File: src/hdl/lru_page_replacement_macros.svh
// ----------------------------------------------------------------------------
// lru_page_replacement_macros.svh
// Assertion shorthands shared by the page replacement unit
// ----------------------------------------------------------------------------
`ifndef LRU_PAGE_REPLACEMENT_MACROS_SVH
`define LRU_PAGE_REPLACEMENT_MACROS_SVH

// same-cycle implication, sampled on clk, off during rst
`define LRU_PR_ASSERT_NOW(label, ante, cons, msg) \
  label: assert property (@(posedge clk) disable iff (rst) (ante) |-> (cons)) \
    else $error(msg);

// next-cycle implication, sampled on clk, off during rst
`define LRU_PR_ASSERT_NEXT(label, ante, cons, msg) \
  label: assert property (@(posedge clk) disable iff (rst) (ante) |=> (cons)) \
    else $error(msg);

`endif

File: src/hdl/lru_pr_pkg.sv
// ----------------------------------------------------------------------------
// lru_pr_pkg
// Shared codes and the scan / update records passed along the frame cells
// ----------------------------------------------------------------------------
package lru_pr_pkg;

  // widest page number and frame index the unit is built for
  localparam int PAGE_W_MAX = 32;
  localparam int IDX_W_MAX  = 6;

  localparam logic [31:0] CNT_MAX = 32'hFFFF_FFFF;

  // item operation codes
  localparam logic OP_REF   = 1'b0;
  localparam logic OP_CLEAR = 1'b1;

  // search record that walks the chain, one cell per cycle
  typedef struct packed {
    logic                  run;
    logic                  clear;
    logic [PAGE_W_MAX-1:0] page;
    logic                  hit;
    logic [IDX_W_MAX-1:0]  hit_idx;
    logic [IDX_W_MAX-1:0]  hit_rank;
    logic                  empty_found;
    logic [IDX_W_MAX-1:0]  empty_idx;
    logic [IDX_W_MAX-1:0]  best_rank;
    logic [IDX_W_MAX-1:0]  best_idx;
    logic [PAGE_W_MAX-1:0] best_tag;
  } scan_t;

  // update broadcast to every cell when an item finishes
  typedef struct packed {
    logic                  apply;
    logic                  clear;
    logic                  fill;
    logic                  limited;
    logic [IDX_W_MAX-1:0]  slot;
    logic [IDX_W_MAX-1:0]  limit;
    logic [PAGE_W_MAX-1:0] page;
  } upd_t;

endpackage

File: src/hdl/lru_pr_cell.sv
// ----------------------------------------------------------------------------
// lru_pr_cell
// One page frame: holds tag, valid and recency rank, folds itself into the
// passing search record and applies the broadcast update
// ----------------------------------------------------------------------------
module lru_pr_cell #(
  parameter int IDX       = 0,
  parameter int FRAMES    = 8,
  parameter int PAGE_BITS = 16
) (
  input  logic                         clk,
  input  logic                         rst,
  input  logic [$clog2(FRAMES+1)-1:0]  active,
  input  lru_pr_pkg::scan_t            scan_in,
  output lru_pr_pkg::scan_t            scan_out,
  input  lru_pr_pkg::upd_t             upd
);

  localparam int CW = $clog2(FRAMES + 1);
  localparam int RW = (FRAMES > 1) ? $clog2(FRAMES) : 1;

  logic [PAGE_BITS-1:0]             tag;
  logic                             valid;
  logic [RW-1:0]                    rank;
  logic                             act;
  logic                             is_slot;
  logic [lru_pr_pkg::IDX_W_MAX-1:0] rank_ext;
  lru_pr_pkg::scan_t                scan_next;

  assign act      = CW'(IDX) < active;
  assign is_slot  = upd.slot == lru_pr_pkg::IDX_W_MAX'(IDX);
  assign rank_ext = lru_pr_pkg::IDX_W_MAX'(rank);

  // fold this frame into the search record
  always_comb begin
    scan_next = scan_in;
    if (act && valid && !scan_in.hit && tag == PAGE_BITS'(scan_in.page)) begin
      scan_next.hit      = 1'b1;
      scan_next.hit_idx  = lru_pr_pkg::IDX_W_MAX'(IDX);
      scan_next.hit_rank = rank_ext;
    end
    if (act && !valid && !scan_in.empty_found) begin
      scan_next.empty_found = 1'b1;
      scan_next.empty_idx   = lru_pr_pkg::IDX_W_MAX'(IDX);
    end
    // frame 0 seeds the victim, later frames win only on a strictly older rank
    if (act && (IDX == 0 || rank_ext > scan_in.best_rank)) begin
      scan_next.best_rank = rank_ext;
      scan_next.best_idx  = lru_pr_pkg::IDX_W_MAX'(IDX);
      scan_next.best_tag  = lru_pr_pkg::PAGE_W_MAX'(tag);
    end
  end

  // hand the record to the next cell
  always_ff @(posedge clk) begin
    if (rst) begin
      scan_out <= '0;
    end else begin
      scan_out <= scan_next;
    end
  end

  // frame state: clear, touch as most recent, or age
  always_ff @(posedge clk) begin
    if (rst || (upd.apply && upd.clear)) begin
      valid <= 1'b0;
      rank  <= '0;
      tag   <= '0;
    end else if (upd.apply) begin
      if (is_slot) begin
        rank <= '0;
        if (upd.fill) begin
          tag   <= PAGE_BITS'(upd.page);
          valid <= 1'b1;
        end
      end else if (act && valid && (!upd.limited || rank_ext < upd.limit) &&
                   rank != RW'(FRAMES - 1)) begin
        rank <= rank + 1'b1;
      end
    end
  end

endmodule

File: src/hdl/lru_page_replacement.sv
// ----------------------------------------------------------------------------
// lru_page_replacement
// Fully associative LRU page replacement unit built as a chain of frame cells
// ----------------------------------------------------------------------------
// Each item references a page or clears all frames and counters, and gives one
// result: hit, frame index, the evicted page and saturating hit / miss totals.
// A search record enters frame 0 and moves one frame cell per clock. An item
// passes down the cell chain, then the finished search is latched, then all
// frames are updated and the result register is loaded once the output is
// free, and the sequencer returns to idle to take the next transfer.
// The result register lets the next item start while a result waits.
// frames_in_use is clamped to 1..FRAMES; write it only while idle.
// ----------------------------------------------------------------------------
module lru_page_replacement #(
  parameter int FRAMES    = 8,
  parameter int PAGE_BITS = 16
) (
  input  logic                 clk,
  input  logic                 rst,
  input  logic                 cfg_write_en,
  input  logic [3:0]           cfg_write_data,
  input  logic                 in_valid,
  output logic                 in_ready,
  input  logic                 opcode,
  input  logic [PAGE_BITS-1:0] page,
  output logic                 out_valid,
  input  logic                 out_ready,
  output logic                 hit,
  output logic [2:0]           frame_index,
  output logic                 evicted_valid,
  output logic [PAGE_BITS-1:0] evicted_page,
  output logic [31:0]          hit_total,
  output logic [31:0]          miss_total
);

  localparam int CW = $clog2(FRAMES + 1);
  localparam int AW = (CW > 4) ? CW : 4;

  typedef enum logic [1:0] {
    S_IDLE,
    S_SCAN,
    S_FIN
  } state_t;

  state_t                           state;
  logic [3:0]                       frames_in_use;
  logic [AW-1:0]                    fiu_wide;
  logic [CW-1:0]                    active;
  lru_pr_pkg::scan_t                chain [FRAMES+1];
  lru_pr_pkg::scan_t                seed;
  lru_pr_pkg::scan_t                fin;
  lru_pr_pkg::upd_t                 upd;
  logic [31:0]                      hit_cnt;
  logic [31:0]                      miss_cnt;
  logic                             in_xfer;
  logic                             out_free;
  logic [lru_pr_pkg::IDX_W_MAX-1:0] slot;

  assign in_ready = !rst && state == S_IDLE;
  assign in_xfer  = in_valid && in_ready;
  assign out_free = !out_valid || out_ready;

  // configuration register
  always_ff @(posedge clk) begin
    if (rst) begin
      frames_in_use <= 4'd8;
    end else if (cfg_write_en) begin
      frames_in_use <= cfg_write_data;
    end
  end

  // clamp the active frame count to 1..FRAMES
  always_comb begin
    fiu_wide = AW'(frames_in_use);
    if (fiu_wide == '0) begin
      active = CW'(1);
    end else if (fiu_wide > AW'(FRAMES)) begin
      active = CW'(FRAMES);
    end else begin
      active = CW'(fiu_wide);
    end
  end

  // search record for a new item
  always_comb begin
    seed       = '0;
    seed.run   = 1'b1;
    seed.clear = opcode == lru_pr_pkg::OP_CLEAR;
    seed.page  = lru_pr_pkg::PAGE_W_MAX'(page);
  end

  // seed the search record on an input transfer
  always_ff @(posedge clk) begin
    if (rst) begin
      chain[0] <= '0;
    end else if (in_xfer) begin
      chain[0] <= seed;
    end else begin
      chain[0] <= '0;
    end
  end

  // frame cells
  for (genvar i = 0; i < FRAMES; i++) begin : g_cell
    lru_pr_cell #(
      .IDX       (i),
      .FRAMES    (FRAMES),
      .PAGE_BITS (PAGE_BITS)
    ) u_cell (
      .clk      (clk),
      .rst      (rst),
      .active   (active),
      .scan_in  (chain[i]),
      .scan_out (chain[i+1]),
      .upd      (upd)
    );
  end

  // chosen frame: hit, else first empty, else oldest
  always_comb begin
    if (fin.hit) begin
      slot = fin.hit_idx;
    end else if (fin.empty_found) begin
      slot = fin.empty_idx;
    end else begin
      slot = fin.best_idx;
    end
  end

  // update broadcast
  always_comb begin
    upd.apply   = (state == S_FIN) && out_free;
    upd.clear   = fin.clear;
    upd.fill    = !fin.hit;
    upd.limited = fin.hit;
    upd.slot    = slot;
    upd.limit   = fin.hit_rank;
    upd.page    = fin.page;
  end

  // sequencer, finished search and result register
  always_ff @(posedge clk) begin
    if (rst) begin
      state     <= S_IDLE;
      out_valid <= 1'b0;
      hit_cnt   <= '0;
      miss_cnt  <= '0;
    end else begin
      if (state == S_FIN && out_free) begin
        out_valid <= 1'b1;
      end else if (out_valid && out_ready) begin
        out_valid <= 1'b0;
      end
      unique case (state)
        S_IDLE: begin
          if (in_xfer) begin
            state <= S_SCAN;
          end
        end
        S_SCAN: begin
          if (chain[FRAMES].run) begin
            fin   <= chain[FRAMES];
            state <= S_FIN;
          end
        end
        S_FIN: begin
          if (out_free) begin
            state <= S_IDLE;
            if (fin.clear) begin
              hit           <= 1'b0;
              frame_index   <= '0;
              evicted_valid <= 1'b0;
              evicted_page  <= '0;
              hit_cnt       <= '0;
              miss_cnt      <= '0;
            end else begin
              hit           <= fin.hit;
              frame_index   <= slot[2:0];
              evicted_valid <= !fin.hit && !fin.empty_found;
              evicted_page  <= (!fin.hit && !fin.empty_found) ?
                               PAGE_BITS'(fin.best_tag) : '0;
              if (fin.hit) begin
                if (hit_cnt != lru_pr_pkg::CNT_MAX) begin
                  hit_cnt <= hit_cnt + 32'd1;
                end
              end else if (miss_cnt != lru_pr_pkg::CNT_MAX) begin
                miss_cnt <= miss_cnt + 32'd1;
              end
            end
          end
        end
        default: begin
          state <= S_IDLE;
        end
      endcase
    end
  end

  assign hit_total  = hit_cnt;
  assign miss_total = miss_cnt;

  // checks
`include "lru_page_replacement_macros.svh"

  `LRU_PR_ASSERT_NOW(a_no_evict_on_hit, out_valid, !(hit && evicted_valid), "eviction reported on a hit")
  `LRU_PR_ASSERT_NEXT(a_hit_keeps_miss, upd.apply && !fin.clear && fin.hit, miss_cnt == $past(miss_cnt), "miss count moved on a hit")
  `LRU_PR_ASSERT_NEXT(a_miss_keeps_hit, upd.apply && !fin.clear && !fin.hit, hit_cnt == $past(hit_cnt), "hit count moved on a miss")
  `LRU_PR_ASSERT_NOW(a_scan_only_busy, chain[FRAMES].run, state == S_SCAN, "search finished outside a scan")

endmodule
File: config.mk
export PLATFORM = sky130hd
export DESIGN_NAME = lru_page_replacement
export DESIGN_NICKNAME = d
export VERILOG_FILES = /design/src/hdl/lru_pr_pkg.sv /design/src/hdl/lru_pr_cell.sv /design/src/hdl/lru_page_replacement.sv
export VERILOG_INCLUDE_DIRS = /design/src /design/src/hdl
export SDC_FILE = /design/constraint.sdc
export NUM_CORES = 1
export LEC_CHECK = 0
export BUFFER_PORTS_ARGS = -buffer_cell sky130_fd_sc_hd__buf_2
export CORE_MARGIN = 2
export CORE_UTILIZATION = 50
export DETAILED_ROUTE_END_ITERATION = 10
export GPL_ROUTABILITY_DRIVEN = 0
export GPL_TIMING_DRIVEN = 1
export PLACE_DENSITY = 0.81
export SYNTH_ARGS = -nofsm -noshare
export SYNTH_HDL_FRONTEND = slang
export SYNTH_SLANG_ARGS = --single-unit
File: constraint.sdc
create_clock -name clk -period 4.6 [get_ports clk]
set_clock_uncertainty 0.2 [all_clocks]
set_input_delay 0.23 -clock clk [delete_from_list [all_inputs] [get_ports clk]]
set_output_delay 0.23 -clock clk [all_outputs]
set_load 0.01 [all_outputs]
======== After elaboration in Yosys (flattened, before gate mapping) ========
Cells that the tools add are included.
word-level totals
  bits in registers ....................... 1027
  latch bits .............................. 0
  RAM bits ................................ 0
  bits in read-only memories .............. 0
  input port bits ......................... 26
  output and inout bits ................... 87
  word-level logic and storage cells ...... 478
  memories kept ........................... 0
operators by class
  $add $sub $neg .......................... 10
  multipliers ............................. 0
  div/mod/pow operators ................... 0
  order comparisons ....................... 24
  equality and inequality tests ........... 31
  shift operators ......................... 0
  mux-type cells .......................... 57
  bitwise logic cells ..................... 4
  reductions and logical operators ........ 169
operator list
  kind                                                                 count
  41-bit two-way mux                                                   7
  32-bit two-way mux                                                   6
  16-bit == test                                                       8
  13-bit two-way mux                                                   8
  98-bit two-way mux                                                   1
  1-bit logical AND                                                    69
  32-bit by 1-bit adder with 32-bit output, second input constant      2
  32-bit != test, second input constant                                2
  7-bit two-way mux                                                    8
  2-bit OR reduction                                                   26
  3-bit by 6-bit < comparator with 1-bit output                        8
  3-bit two-way mux                                                    16
  3-bit by 6-bit > comparator with 1-bit output                        7
  35-bit two-way mux                                                   1
  3-bit AND reduction                                                  11
  1-bit zero test                                                      28
  3-bit by 1-bit adder with 3-bit output, second input constant        8
  6-bit by 3-bit == test with 1-bit output, second input constant      4
  3-bit != test, second input constant                                 8
  2-bit nonzero test                                                   12
  3-bit by 4-bit < comparator with 1-bit output, first input constant  4
  2-bit AND reduction                                                  8
  6-bit by 2-bit == test with 1-bit output, second input constant      2
  6-bit two-way mux                                                    2
  other kinds (18)                                                     39

======== Longest topological paths before layout ========
Gate-level depths: netlist of the first run.
  depth in word-level cells ............... 9
  gate-level depth with buffers ........... 10
  mapped depth without buffers ............ 8

======== By module ========
From an unflattened synthesis of the first run, not the netlist that was laid out.
unflattened totals
  cell total of the unflattened synthesis .. 3662
  area total of the unflattened synthesis .. 39721.8 um^2
modules (own cells, without submodules)
  module                          instances  cells each  area an instance (um^2)  seq. area each (um^2)
  lru_page_replacement            1          685         7626.1                   4664.5
  lru_pr_cell (g_cell[6].u_cell)  1          369         4068.9                   2362.3
  lru_pr_cell (g_cell[4].u_cell)  1          368         4036.4                   2362.3
  lru_pr_cell (g_cell[5].u_cell)  1          372         4032.6                   2362.3
  lru_pr_cell (g_cell[7].u_cell)  1          388         4022.6                   2362.3
  lru_pr_cell (g_cell[3].u_cell)  1          369         4021.4                   2362.3
  lru_pr_cell (g_cell[1].u_cell)  1          368         4010.1                   2362.3
  lru_pr_cell (g_cell[2].u_cell)  1          368         4006.3                   2362.3
  lru_pr_cell (g_cell[0].u_cell)  1          375         3897.5                   2362.3

======== Worst setup path before layout of the first run ========
No wires, ideal clock.
  kind .................................... input port to flip-flop
  start ................................... input port rst
  end ..................................... register fin[0] (netlist bit) (enable)
  arrival ................................. 4.077 ns
  data required time ...................... 3.890 ns
  slack ................................... -0.187 ns
  cell stages on the path ................. 4
  path buffers ............................ 3
  cells stage by stage .................... clkbuf_1 clkbuf_1 clkbuf_1 nor3_1
between the ends
  word-level cells in the longest chain between the ends .. 2
RTL lines
  item                           line                         text
  start, declared                lru_page_replacement.sv:19   input logic rst,
  1-bit NOT (no line)            n/a
  3-bit AND reduction (no line)  n/a
  end signal, assigned           lru_page_replacement.sv:162  fin <= chain[FRAMES];
  end, declared                  lru_page_replacement.sv:51   lru_pr_pkg::scan_t fin;
Every way passes these cells.
A chain may end at the register's enable or synchronous reset.

======== Final worst setup path of the first run ========
  start ................................... register fin[63] (netlist bit)
  end ..................................... register g_cell[3].u_cell.tag[9]
between the ends
  word-level cells in the longest chain between the ends .. 3
  elaborated cells between the ends (all ways) .. 4
  those cells by class .................... eq/ne: 1; mux: 1; bitwise: 1; reduce/logical: 1
RTL lines
  item                                      line                         text
  6-bit two-way mux                         lru_page_replacement.sv:121  if (fin.hit) begin
  6-bit by 2-bit == test with 1-bit output  lru_pr_cell.sv:31            assign is_slot = upd.slot == lru_pr_pkg::IDX_W_MAX'(IDX);
  3-bit AND reduction (no line) (*)         n/a
  end signal, assigned                      lru_pr_cell.sv:73            tag <= PAGE_BITS'(upd.page);
  end, declared                             lru_pr_cell.sv:22            logic [PAGE_BITS-1:0] tag;
Mark *: on every way between the ends. The rest lies on a longest branch, timed or not.

==> results of run 1 <==
## repair_timing
item                                   CTS  global route
endpoints found under the hold margin   90             0
gates resized for setup                  0             0
hold buffers                            49             0
## layout by cell type (no fill, tap or decap), types with 40 or more instances in the layout
master / instances
dfxtp_1: 633
nor2_1: 420
mux2i_1: 243
nor2b_1: 171
nand2_1: 119
buf_2: 111
xnor2_1: 95
a21oi_1: 84
xor2_1: 75
clkbuf_16: 72
edfxtp_1: 68
nand3_1: 58
ha_1: 55
dlygate4sd3_1: 49
nand4_1: 45
inv_1: 40
## critical path: cells and delay by family, from the launching register on
kind	cells	cell delay (ns)
DFF	1	0.95
and+or+nand+nor	4	1.59
AOI/OAI and AO/OA	1	0.21
muxes	1	0.28
## through the flow
| stage | util | power, W |
|---|---|---|
| after floorplan | - | 0.00647 |
| after global placement | 0.525 | 0.00652 |
| after detailed placement | 0.525 | 0.00653 |
| after CTS | 0.577 | 0.0119 |
| after global routing | 0.577 | 0.0122 |
| final | 0.577 | 0.0118 |
## kinds of logic (layout without fill, tap and decap cells)
group / Yosys count / in the layout / share of synthesized area
xor+xnor: 170 / 170 / 0.0563
fa+ha+maj: 55 / 55 / 0.0260
buf+inv: 176 / 351 / 0.0297
compound gates: 189 / 189 / 0.0452
flops: 701 / 701 / 0.557
simple gates: 1022 / 1022 / 0.194
mux: 243 / 243 / 0.0920
## power by group through the flow
stage | sequential, W | clock, W | combinational, W
global route | 0.00621 | 0.00574 | 0.000236
CTS | 0.00621 | 0.00550 | 0.000214
global placement | 0.00634 | 0 | 0.000178
finish | 0.00621 | 0.00540 | 0.000216
floorplan | 0.00633 | 0 | 0.000137
detailed placement | 0.00634 | 0 | 0.000183
## final timing paths
path / depth (start not counted) / end / startpoint / slack [ns]
setup reg to reg: 6 / g_cell[3].u_cell.tag[9]$_SDFFE_PP0P_ / fin[63]$_DFFE_PP_ / 1.23
setup / recovery: 6 / g_cell[3].u_cell.tag[9]$_SDFFE_PP0P_ / fin[63]$_DFFE_PP_ / 1.23
hold reg to reg: 0 / fin[10]$_DFFE_PP_ / g_cell[7].u_cell.scan_out[10]$_SDFF_PP0_ / 0.19
hold / removal: 0 / fin[10]$_DFFE_PP_ / g_cell[7].u_cell.scan_out[10]$_SDFF_PP0_ / 0.19
## layout make-up
cell class	instances	area [um^2]	share of cell area
Sequential cell	701	14700	0.487
Tap cell	688	861	0.0285
Timing Repair Buffer	183	1260	0.0418
Clock buffer	112	2070	0.0685
Multi-Input combinational cell	1679	11000	0.365
Inverter	41	154	0.00509
Clock inverter	15	126	0.00418
## routing by layer
layer / vias up / GRT usage / routed length, um
met2: 448 / 0.347 / 26400
met3: 129 / 0.0313 / 2570
met4: 0 / 0.0789 / 1950
li1: 8817 / - / -
met1: 8407 / 0.254 / 24400
met5: - / 0 / 0
## state kept, by name, indices dropped and copies added, names as in the netlist
name,flops
g_cell.u_cell.tag,128
g_cell.u_cell.rank,24
fiu_wide,4
miss_total,32
hit,1
hit_total,32
fin,47
g_cell.u_cell.valid,8
state,2
evicted_valid,1
out_valid,1
frame_index,3
chain,18
g_cell.u_cell.scan_out,384
evicted_page,16
==> results.toml, run 1 <==
[timing]
finalHoldViolations = 0
period_needed_ns = 3.37
maxSlewHeadroom = 0.275
fin_hold_ws_ns = 0.191
fin_ws_ns = 1.23
tns_ns = 0
fin_crit_sh = 0.733
rsz0062_at_grt = "false"
max_freq_ghz = 0.297
tightest_slew_ns = 1.08
setup_viol = 0
drv_slew = 0

[power_and_ir_drop]
power.density_nw_per_um2 = 391
vdd_drop_max_v = 0.000258
intPower_w = 0.00942
leakagePower_nw = 11.7
pwr-share-clk = 0.457
p_switching_w = 0.00241
power_frac_comb = 0.018
p_seq_frac = 0.525
swShare = 0.204

[setup_path]
crit_chain = "nand2_1 -> o21ai_4 -> nor3b_1 -> and2_1 -> mux2i_1 -> nor2_1"
cp-end-kind = "register"
startpoint_type = "register"
arrival_ns = 3.62
crit_type = "register to register"
slowest_stage = "edfxtp_1"
slowest_delay_ns = 0.95
worstPathMaxFanout = 17
required_ns = 4.85

[yosys]
synth_area_leader_cell = "dfxtp_1"
avgSynthCellArea_um2 = 10.3
synth_edf_count = 68
netlist_top_cells_area = "dfxtp_1 48%, mux2i_1 9.2%, edfxtp_1 7.7%"
ys_top_cells_by_count = "633 x dfxtp_1, 421 x nor2_1, 243 x mux2i_1"
synth-async-reset-ratio = 0
ys_ff_latch = 701
yosys_warnings = 0
synth_nets = 2637
netlist_instances = 2556
synth_top_area_frac = 0.479
ys_seq_area_frac = 0.557
synth_most_common_cell = "dfxtp_1"
synth_area_um2 = 26400
synthDistinctLibCells = 65
ys.flop_type = "dfxtp_1"

[clock_tree]
cts-root-buf = "clkbuf_16"
cts_tree = "built"
cts_buffers = 70
cts.sinks = 701
clkTransAtPathRegs_ns = 0.06
htree_levels = 3
clockBufferDepth = 3
insertion_delay_ns = 0.59
cts_setup_buffers = 0

[floorplanning]
ios = 113
die_w_um = 234
die_h_um = 234
start_util = 0.504
die_area_um2 = 54700
rows = 84
core_area_um2 = 52400

[global_route]
grt_use_total = 0.202
antenna_found_initial = 0
grt_pass1_vias = 17765
grt_max_degree = 238
grt_pass1_wl_um = 89300
grt_remaining_overflow = 0

[final_layout]
nets = 2757
area_growth_pct = 14.4
postLayoutCellArea_um2 = 30200
fin_cells = 3419
fillers = 4213
drive_gt1_frac = 0.101
antenna_cells = 0

[routing]
drtAntennaViolNets = 0
routedWlPerCell_um = 16.2
remaining_drc_errors = 0
firstDrtPassIters = 6
drt_iter0_markers = 1287
wl_um = 55300
vias_per_cell = 5.21
vias = 17801

[placement]
place_ws_ns = 1.24
placement.io_buffers = 112
dp.cells = 3243
postPlaceCellArea_um2 = 27500
place_hpwl_um = 38600

[run]
cap_violations = 0

[hold_path]
hp-class = "register to register"

[status]
status = "complete, no violations"
Power figures use the tool's default switching activity.
==> run 2: changes to the inputs <==
- ABC_AREA: unset -> 1
- clock period: 4.6 -> 2.82 ns (I/O delays scaled with it)
==> results.toml, run 2 <==
[floorplanning]
die_h_um = 240
die_w_um = 240
start_util = 0.506
ios = 113
die_area_um2 = 57800
rows = 86
core_area_um2 = 55200

[final_layout]
drive_gt1_frac = 0.0898
layout_commonest_cell = "nor2_1"
postLayoutCellArea_um2 = 32100
largest-register = "g_cell.u_cell.scan_out"
largest_reg_flops = 384
layout_common_cells = "695 x nor2_1, 633 x dfxtp_1, 577 x nand2_1"
top_regs = "g_cell.u_cell.scan_out: 384 flops, g_cell.u_cell.tag: 128 flops, fin: 47 flops"
antenna_cells = 0
area_growth_pct = 15.0
nets = 3834

[power_and_ir_drop]
leakagePower_nw = 13.2
p_total_w = 0.0201
vdd_drop_max_v = 0.000526
power.density_nw_per_um2 = 626

[setup_path]
startpoint_type = "primary input"
crit_type = "primary input to register"
crit_family = "buffers and inverters"
regToRegStartpoint = "fin[63]$_DFFE_PP_"
cp_num_buf_inv = 6
crit_start = "rst"
worstPathMaxFanout = 74
required_ns = 3.18
slowest_stage = "dlygate4sd3_1"
arrival_ns = 3.05
worst_path_most_repeated_cell = "dlygate4sd3_1"
regToRegSetupSlack_ns = 0.26
slowest_delay_ns = 0.59
cp-end-kind = "register"
crit_chain = "dlygate4sd3_1 -> buf_8 -> inv_4 -> buf_6 -> o21ai_0 -> dlygate4sd3_1 -> a21oi_1 -> dlygate4sd3_1"

[yosys]
synthDistinctLibCells = 46
ys.flop_type = "dfxtp_1"
synth_area_leader_cell = "dfxtp_1"
synth_nets = 3682
synth_area_um2 = 27900
netlist_top_cells_area = "dfxtp_1 45%, nor2_1 9.4%, nand2_1 7.8%"
synth_edf_count = 68
ys_seq_area_frac = 0.527
yosys_warnings = 0
avgSynthCellArea_um2 = 7.76
synth_most_common_cell = "nor2_1"
netlist_instances = 3601
synth-async-reset-ratio = 0
synth_top_area_frac = 0.453
ys_top_cells_by_count = "698 x nor2_1, 633 x dfxtp_1, 577 x nand2_1"
ys_ff_latch = 701

[timing]
fin_hold_ws_ns = 0.185
rsz0062_at_grt = "false"
tns_ns = 0
maxSlewHeadroom = 0.342
tightest_slew_ns = 0.986
period_needed_ns = 2.69
finalHoldViolations = 0
fin_crit_sh = 0.953
setup_viol = 0
drv_slew = 0
max_freq_ghz = 0.372

[clock_tree]
clockBufferDepth = 3
insertion_delay_ns = 0.62
cts_tree = "built"
cts-root-buf = "clkbuf_16"
htree_levels = 3
cts_buffers = 70
clkTransAtPathRegs_ns = 0.06
cts.sinks = 701
cts_setup_buffers = 0

[global_route]
antenna_found_initial = 0
grt_pass1_vias = 21517
grt_remaining_overflow = 0
grt_pass1_wl_um = 109000
grt_use_total = 0.234
grt_max_degree = 114

[placement]
placement.io_buffers = 112
postPlaceCellArea_um2 = 29300
place_hpwl_um = 46900

[status]
status = "complete, no violations"

[routing]
remaining_drc_errors = 0
wl_um = 67200
routedWlPerCell_um = 14.8
vias = 23067
drtAntennaViolNets = 0
vias_per_cell = 5.06
firstDrtPassIters = 6
drt_iter0_markers = 1875

[hold_path]
hp-class = "register to register"
hp-start = "g_cell[2].u_cell.scan_out[96]$_SDFF_PP0_"

[run]
cap_violations = 0
==> run 2: kinds of logic (layout without fill, tap and decap cells) <==
| logic type | count (synthesis) | in the layout | share of synthesized area |
|---|---|---|---|
| AOI/OAI and AO/OA | 615 | 615 | 0.114 |
| xor gates and xnor gates | 57 | 57 | 0.0179 |
| adders and majority gates | 55 | 55 | 0.0246 |
| buffers and inverters | 633 | 839 | 0.0900 |
| DFF | 701 | 701 | 0.527 |
| and+or+nand+nor | 1540 | 1540 | 0.227 |
==> run 2: worst register-to-register path, cell delays in order (launching register included) <==
cell      delay [ns]
edfxtp_1        0.68
inv_2           0.17
or2_1           0.25
nand2_2         0.21
nand3_4         0.18
nor2_4          0.21
inv_2           0.20
o21ai_0         0.25
a21oi_1         0.07
==> run 2: power by group <==
part,internal (W),total [W],switching (W)
Combinational,0.000155,0.000451,0.000296
Sequential,0.0101,0.0101,0.0000276
Clock,0.00570,0.00955,0.00386
Total,0.0159,0.0201,0.00418
==> run 2: worst paths after layout <==
check / depth (start not counted) / to
worst max-delay path: 8 / fiu_wide[2]$_SDFFE_PP0P_
worst min-delay path: 2 / g_cell[3].u_cell.scan_out[96]$_SDFF_PP0_
worst max register to register: 8 / g_cell[1].u_cell.tag[8]$_SDFFE_PP0P_
worst min register to register: 2 / g_cell[3].u_cell.scan_out[96]$_SDFF_PP0_
==> run 2: metrics by stage <==
step / instances / setup slack [ns] / utilization
6_report: 4555 / 0.134 / 0.582
5_1_grt: 4555 / 0.0727 / 0.582
4_1_cts: 4555 / 0.00639 / 0.582
3_5_place_dp: 4379 / 0.338 / 0.530
3_3_place_gp: 4379 / 0.429 / 0.530
2_1_floorplan: 3601 / 0.176 / -
==> run 2: layer usage <==
| layer | global-route usage | share of wire | vias to the layer above |
|---|---|---|---|
| li1 | - | - | 11652 |
| met5 | 0 | 0 | - |
| met4 | 0.108 | 0.043 | 0 |
| met1 | 0.291 | 0.42 | 10358 |
| met2 | 0.399 | 0.47 | 860 |
| met3 | 0.0371 | 0.067 | 197 |
==> run 2: cell type report <==
cell class                 instances  area (um^2)
fill                            4709        23100
sequential                       701        14700
multi-input combinational       2267        10700
clock buffer                     101         2080
inverter                         503         1890
timing repair buffer             210         1490
tap                              748          936
clock inverter                    25          298
==> run 2: what timing repair did <==
action,4_1_cts,5_1_grt
hold buffers,50,0
gates resized for setup,0,1
hold endpoints to repair,101,0
setup endpoints to repair,0,1
==> run 3: changes to the inputs <==
- CORE_UTILIZATION: 50 -> 55
- PLACE_DENSITY: 0.81 -> 0.87
==> results.toml, run 3 (synthesis gave the netlist of run 2 again) <==
[status]
status = "complete, no violations"

[clock_tree]
insertion_delay_ns = 0.59
cts_tree = "built"
htree_levels = 3
clkTransAtPathRegs_ns = 0.06
cts-root-buf = "clkbuf_16"
cts.sinks = 701
clockBufferDepth = 3
cts_buffers = 69

[floorplanning]
die_w_um = 229
die_area_um2 = 52600
core_area_um2 = 50200
die_h_um = 229
rows = 82
ios = 113
start_util = 0.557

[setup_path]
required_ns = 3.15
endpoint = "fiu_wide[2]$_SDFFE_PP0P_"
regToRegStartpoint = "miss_total[0]$_SDFFE_PP0P_"
regToRegSetupSlack_ns = 0.27
slowest_stage = "dlygate4sd3_1"
r2r_end = "miss_total[17]$_SDFFE_PP0P_"
cp-end-kind = "register"
worstPathMaxFanout = 51
ff2ff_path_depth = 10
crit_chain = "dlygate4sd3_1 -> buf_8 -> inv_4 -> buf_6 -> o21ai_0 -> dlygate4sd3_1 -> a21oi_1 -> dlygate4sd3_1"
crit_family = "buffers and inverters"
slowest_delay_ns = 0.58
worst_path_most_repeated_cell = "dlygate4sd3_1"
startpoint_type = "primary input"
arrival_ns = 3.05
cp_num_buf_inv = 6
cp.depth = 8
crit_start = "rst"
crit_type = "primary input to register"

[power_and_ir_drop]
p_total_w = 0.0200
leakagePower_nw = 13.1
power.density_nw_per_um2 = 628
vdd_drop_max_v = 0.000530

[run]
cap_violations = 0

[timing]
maxSlewHeadroom = 0.319
tightest_slew_ns = 1.02
drv_slew = 0
fin_crit_sh = 0.962
fin_ws_ns = 0.107
tns_ns = 0
finalHoldViolations = 0
period_needed_ns = 2.71
max_freq_ghz = 0.369
setup_viol = 0
rsz0062_at_grt = "false"

[routing]
vias = 24012
routedWlPerCell_um = 16.1
drt_iter0_markers = 2616
wl_um = 71800
firstDrtPassIters = 8
remaining_drc_errors = 0
vias_per_cell = 5.38
drtAntennaViolNets = 0

[placement]
place_hpwl_um = 47100
place_ws_ns = 0.314
postPlaceCellArea_um2 = 29100
placement.io_buffers = 112

[final_layout]
fillers = 3837
area_growth_pct = 14.2
largest-register = "g_cell.u_cell.scan_out"
postLayoutCellArea_um2 = 31900
layout_commonest_cell = "nor2_1"
drive_gt1_frac = 0.0863
layout_common_cells = "695 x nor2_1, 633 x dfxtp_1, 577 x nand2_1"
antenna_cells = 0
largest_reg_flops = 384
top_regs = "g_cell.u_cell.scan_out: 384 flops, g_cell.u_cell.tag: 128 flops, fin: 47 flops"
nets = 3823

[global_route]
grt_remaining_overflow = 0
grt_pass1_vias = 23056
antenna_found_initial = 1
grt_max_degree = 139
grt_pass1_wl_um = 115000
grt_use_total = 0.269

[hold_path]
hp-class = "primary input to register"
run 3: cell types whose count changed in the layout (fill, tap and decap cells not counted), moves of 2 or more:
cell	delta
buf_4	-7
dlygate4sd3_1	-3
clkbuf_8	-2
clkinv_2	-5
run 3: worst min-delay path by stage:
stage          depth (start not counted)                                       end     start
5_1_grt                                4                     chain[851]$_SDFF_PP0_   page[3]
6_report                               4                     chain[851]$_SDFF_PP0_   page[3]
2_1_floorplan                          1  g_cell[2].u_cell.scan_out[33]$_SDFF_PP0_       rst
3_5_place_dp                           3                     chain[854]$_SDFF_PP0_   page[6]
3_3_place_gp                           3                     chain[848]$_SDFF_PP0_   page[0]
4_1_cts                                4                     chain[861]$_SDFF_PP0_  page[13]
run 3: repair_timing:
action	CTS	global route
hold buffers	48	0
endpoints found under the hold margin	88	0
setup endpoints to repair	0	2
setup buffers	0	0
resized for setup	0	1
run 3: final cells by class:
type	count	area [um^2]	area share
flip-flops and latches	701	14700	0.461
multi-input cells	2267	10700	0.336
clock buffers	97	2030	0.0635
inverters	503	1890	0.0594
repair buffers	200	1410	0.0442
well taps	672	841	0.0264
clock inverters	21	294	0.00921
run 3: worst min-delay path, stage by stage:
cell	delay [ns]
dlygate4sd3_1	0.52
buf_2	0.12
inv_1	0.04
nor2_1	0.04
run 3: report_power, final:
part	switching, W	internal [W]
clock network	0.00379	0.00565
logic	0.000311	0.000155
registers	0.0000300	0.0101
total	0.00413	0.0159
run 3: stage by stage:
stage          cells   util  hold WS, ns
4_1_cts         4461  0.636       0.0947
2_1_floorplan   3601      -       0.0318
6_report        4461  0.636        0.123
3_3_place_gp    4295  0.580        0.153
3_5_place_dp    4295  0.580        0.158
5_1_grt         4461  0.636        0.137
run 3: metal layers:
metal,vias to the layer above,track usage,routed length [um]
met5,-,0,0
met4,0,0.145,3860
met3,295,0.0489,5840
met2,1195,0.466,34600
met1,10908,0.315,27500
li1,11614,-,-
